[src/design/asfc_pkg.sv]
// shared types and constants for the angle sensor frame checker
// no dependencies; used by every module in design/
`default_nettype none

package asfc_pkg;

    localparam int unsigned CMD_W     = 3;
    localparam int unsigned WORD_W    = 16;
    localparam int unsigned ANGLE_W   = 15;
    localparam int unsigned BYTE_W    = 8;
    localparam int unsigned LINK_W    = 16;
    localparam int unsigned CRCCNT_W  = 16;
    localparam int unsigned RUN_W     = 8;
    localparam int unsigned CFG_IDX_W = 1;
    localparam int unsigned CFG_W     = 16;

    localparam logic [BYTE_W-1:0] CRC_POLY = 8'h1D;
    localparam logic [BYTE_W-1:0] CRC_SEED = 8'hFF;

    localparam logic [WORD_W-1:0] READ_COMMAND_RESET    = 16'h8021;
    localparam logic [RUN_W-1:0]  FAULT_THRESHOLD_RESET = 8'd5;

    localparam int unsigned RESET_OK_BIT  = 15;
    localparam int unsigned IF_OK_BIT     = 13;
    localparam int unsigned ANGLE_OK_BIT  = 12;

    typedef enum logic [CMD_W-1:0] {
        CMD_FRAME   = 3'd0,
        CMD_TIMEOUT = 3'd1,
        CMD_XFER    = 3'd2,
        CMD_CLEAR   = 3'd3,
        CMD_MISSING = 3'd4
    } cmd_t;

    typedef enum logic [1:0] {
        EV_NONE    = 2'd0,
        EV_TIMEOUT = 2'd1,
        EV_CRC     = 2'd2,
        EV_DATA    = 2'd3
    } fault_t;

    typedef enum logic [CFG_IDX_W-1:0] {
        REG_READ_COMMAND    = 1'b0,
        REG_FAULT_THRESHOLD = 1'b1
    } cfg_reg_t;

    typedef struct packed {
        logic [CMD_W-1:0]  cmd;
        logic [WORD_W-1:0] data_word;
        logic [WORD_W-1:0] check_word;
    } in_item_t;

    typedef struct packed {
        logic [ANGLE_W-1:0]  angle_raw;
        logic [BYTE_W-1:0]   status_byte;
        logic                reset_lost;
        logic                data_ok;
        logic                angle_usable;
        logic                crc_mismatch;
        logic [BYTE_W-1:0]   rx_crc_byte;
        logic [BYTE_W-1:0]   computed_crc;
        logic [1:0]          fault_event;
        logic [LINK_W-1:0]   link_error_count;
        logic [CRCCNT_W-1:0] crc_fail_total;
        logic [RUN_W-1:0]    error_run_count;
    } out_item_t;

    typedef struct packed {
        logic clear;
        logic link_inc;
        logic crc_inc;
        logic run_inc;
        logic run_clr;
    } cnt_upd_t;

    typedef struct packed {
        logic [LINK_W-1:0]   link;
        logic [CRCCNT_W-1:0] crc;
        logic [RUN_W-1:0]    run;
    } cnt_t;

endpackage

`default_nettype wire

[src/design/asfc_crc.sv]
// crc-8 (poly 0x1d, seed 0xff, inverted) over command and data words, msb first
// depends on asfc_pkg
`default_nettype none

module asfc_crc
(
    input  wire logic [asfc_pkg::WORD_W-1:0] command,
    input  wire logic [asfc_pkg::WORD_W-1:0] data,
    output logic      [asfc_pkg::BYTE_W-1:0] crc
);

    function automatic logic [asfc_pkg::BYTE_W-1:0] crc_byte(
        input logic [asfc_pkg::BYTE_W-1:0] state,
        input logic [asfc_pkg::BYTE_W-1:0] byte_in
    );
        logic [asfc_pkg::BYTE_W-1:0] c;
        c = state ^ byte_in;
        for (int b = 0; b < asfc_pkg::BYTE_W; b++)
        begin
            if (c[asfc_pkg::BYTE_W-1])
                c = {c[asfc_pkg::BYTE_W-2:0], 1'b0} ^ asfc_pkg::CRC_POLY;
            else
                c = {c[asfc_pkg::BYTE_W-2:0], 1'b0};
        end
        return c;
    endfunction

    logic [asfc_pkg::BYTE_W-1:0] s0, s1, s2, s3;

    always_comb
    begin
        s0  = crc_byte(asfc_pkg::CRC_SEED, command[15:8]);
        s1  = crc_byte(s0, command[7:0]);
        s2  = crc_byte(s1, data[15:8]);
        s3  = crc_byte(s2, data[7:0]);
        crc = ~s3;
    end

endmodule

`default_nettype wire

[config.mk]
export PLATFORM = sky130hd
export DESIGN_NAME = asfc_crc
export DESIGN_NICKNAME = d
export VERILOG_FILES = /design/src/design/asfc_pkg.sv /design/src/design/asfc_crc.sv
export SDC_FILE = /design/constraint.sdc
export NUM_CORES = 1
export LEC_CHECK = 0
export BUFFER_PORTS_ARGS = -buffer_cell sky130_fd_sc_hd__buf_2
export CORE_UTILIZATION = 40
export DETAILED_ROUTE_END_ITERATION = 10
export PLACE_DENSITY = 0.66
export SLEW_MARGIN = 20
export SYNTH_ARGS = -nofsm -noshare
export SYNTH_HDL_FRONTEND = slang
export SYNTH_SLANG_ARGS = --single-unit
export TNS_END_PERCENT = 5
[constraint.sdc]
create_clock -name vclk -period 2.7
set_input_delay 0.27 -clock vclk [all_inputs]
set_output_delay 0.27 -clock vclk [all_outputs]
set_load 0.05 [all_outputs]
==> summary.txt <==
Worst setup path
  – Most common cell on crit path: xnor3_2
  – Setup crit end kind: output pin
  – CP Buf/Inv Count: 2
  – Worst stage delay on the critical path: between 400 and 500 ps
  – Crit path DAT: roughly 2400 ps
  – Crit path capture: crc[2]
  – Crit path from: command[15]
  – Kind of critical path: input pin to output pin
  – Critical Path Slowest Stage Cell: xnor3_2
  – CP max FO: 3
  – CP top delay family: XOR/XNOR gates
  – Worst path depth: 7
  – Critical path cell sequence: buf_2, xnor3_2, xnor3_2, xnor3_1, xnor3_2, xor3_2, buf_6
  – CP startpoint kind: input pin
  – Worst EP required: between 2000 and 2500 ps

Die
  – Num rows: 18
  – Initial core utilization: between 40 and 50%
  – Die W: 52.9 µm
  – Die ar.: 0.00279 mm²
  – Die height: approximately 53 µm
  – I/O pin total: 40
  – Core ar.: around 0.0025 mm²

GRT
  – Gr usage total: around 17%
  – First-pass GRT wire length: about 3400 µm
  – Grt total ovfl: 0
  – Vias in the first global route: between 700 and 800
  – Initial antenna violation count: 0
  – Largest net degree at the start of global routing: 5

Final layout
  – N_diodes: 0
  – Layout Nets: 168
  – Seq cells: 0
  – Layout cells sized above 1: around 56%
  – Area of the multi-input gates: 0.00108 mm²
  – P&R area growth vs syn: 43.2%
  – Core Util, Final: roughly three fifths
  – Clock buffers: 0
  – Register Area: 0 µm²
  – Fill cell total of the finished layout: 206

Placed design
  – Routability-driven placement congestion ratio: around 0.73
  – Detail Placement HPWL: between 1500 and 2000 µm
  – I/O Buffers: 40

Timing
  – Unrepaired setup endpoints after global routing: yes
  – Final hold viol count: 0
  – Tcrit/Tclk final: 99.9%
  – Final Max Slew Viols: 0
  – Tmin final: between 2000 and 3000 ps
  – Worst-margin pin slew: around 440 ps
  – F_max: around 0.37 GHz
  – Max_slew headroom: around 71%
  – Setup Viol. Count Final: 0

Routing
  – Initial DRC Count: 1
  – Drt drc: 1
  – DRT Pass-1 Iters: 6
  – Antenna Nets Post-Route: 0
  – DR vias: a little over 700
  – DR vias/cell: between 4 and 5
  – Wire per inst: between 10 and 15 µm
  – WL final: 2060 µm

Yosys
  – Post-synthesis cell area: about 0.0010 mm²
  – Synthesized instance count: 76
  – Ys Warns: 0
  – Syn nets: 108
  – Top cells by area, synth: xnor3_1 35%, xnor2_1 34%, xor3_1 9.2%, xor2_1 7.6%, xnor3_2 6.9%
  – Synthesized area per cell: ~14 µm²
  – Area fraction of the dominant cell type after synthesis: roughly a third
  – Register area share after synthesis: 0%
  – Yosys cell types: 9
  – Area leader, netlist: xnor3_1

Run status
  – Outcome: complete, but fails checks
  – Violated checks: design-rule violations

Clock tree
  – Setup Buffers After CTS: 0
  – Hold buffers post-CTS: 0

Hold path
  – Worst min path class: input pin to output pin

Run
  – Max Cap Violations: 0
-- metal layers --
layer	wire (µm)	up-vias	part of all wire (%)	track usage (%)
met1	856	324	42	19.3
li1	-	368	-	-
met5	0	-	0	0
met2	1120	20	54	35.0
met4	0	0	0	0
met3	88	0	4.3	0
-- layout by cell type, fill, tap and decap left out --
cell,Yosys,final
buf_2,0,36
buf_4,0,20
buf_6,1,3
xnor2_1,40,35
xnor2_2,0,5
xnor3_1,16,15
xnor3_2,3,4
xnor3_4,1,1
xor2_1,9,7
xor2_2,1,3
xor3_1,4,2
xor3_2,1,3
-- metrics by stage --
stage / std cells / hold WS, ps / TNS [ps] / worst slack, ps / area (µm²)
5_1_grt: 164 / 1250 / -174 / -65.0 / 1480
4_1_cts: 164 / 1220 / -10.7 / -10.7 / 1470
3_5_place_dp: 164 / 1260 / -682 / -221 / 1420
2_1_floorplan: 76 / 1090 / -237 / -116 / 1050
3_3_place_gp: 164 / 1260 / -411 / -148 / 1420
6_report: 164 / 1220 / 0 / 2.53 / 1480
-- cells by family after synthesis --
| family | Yosys count | synth area share, % |
|---|---|---|
| buffers and inverters | 1 | 1.09 |
| XOR/XNOR | 75 | 98.9 |
-- Yosys cell counts --
master    n
xor3_1    4
xor2_1    9
xnor3_4   1
xor2_2    1
buf_6     1
xnor3_1  16
xor3_2    1
xnor3_2   3
xnor2_1  40
-- layout make-up --
type | count | share of cell area (%)
repair buffers | 59 | 24.6
multi-input cells | 75 | 72.9
well taps | 30 | 2.53
-- worst min-delay path by stage --
| stage | from | endpoint | slack [ps] | cells after the start |
|---|---|---|---|---|
| 6_report | data[4] | crc[6] | 1220 | 5 |
| 2_1_floorplan | data[4] | crc[6] | 1090 | 3 |
| 3_5_place_dp | data[6] | crc[3] | 1260 | 5 |
| 4_1_cts | data[0] | crc[4] | 1220 | 5 |
| 5_1_grt | data[4] | crc[6] | 1250 | 5 |
| 3_3_place_gp | data[6] | crc[3] | 1260 | 5 |
-- timing repair --
item / CTS / global route
gates resized for setup: 10 / 4
hold endpoints to repair: 0 / 0
endpoints found under the setup margin: 5 / 4
pin swaps: 3 / 1
Power is not shown: default switching activity piles up to over one toggle a cycle in this logic, so the estimate is an artifact.
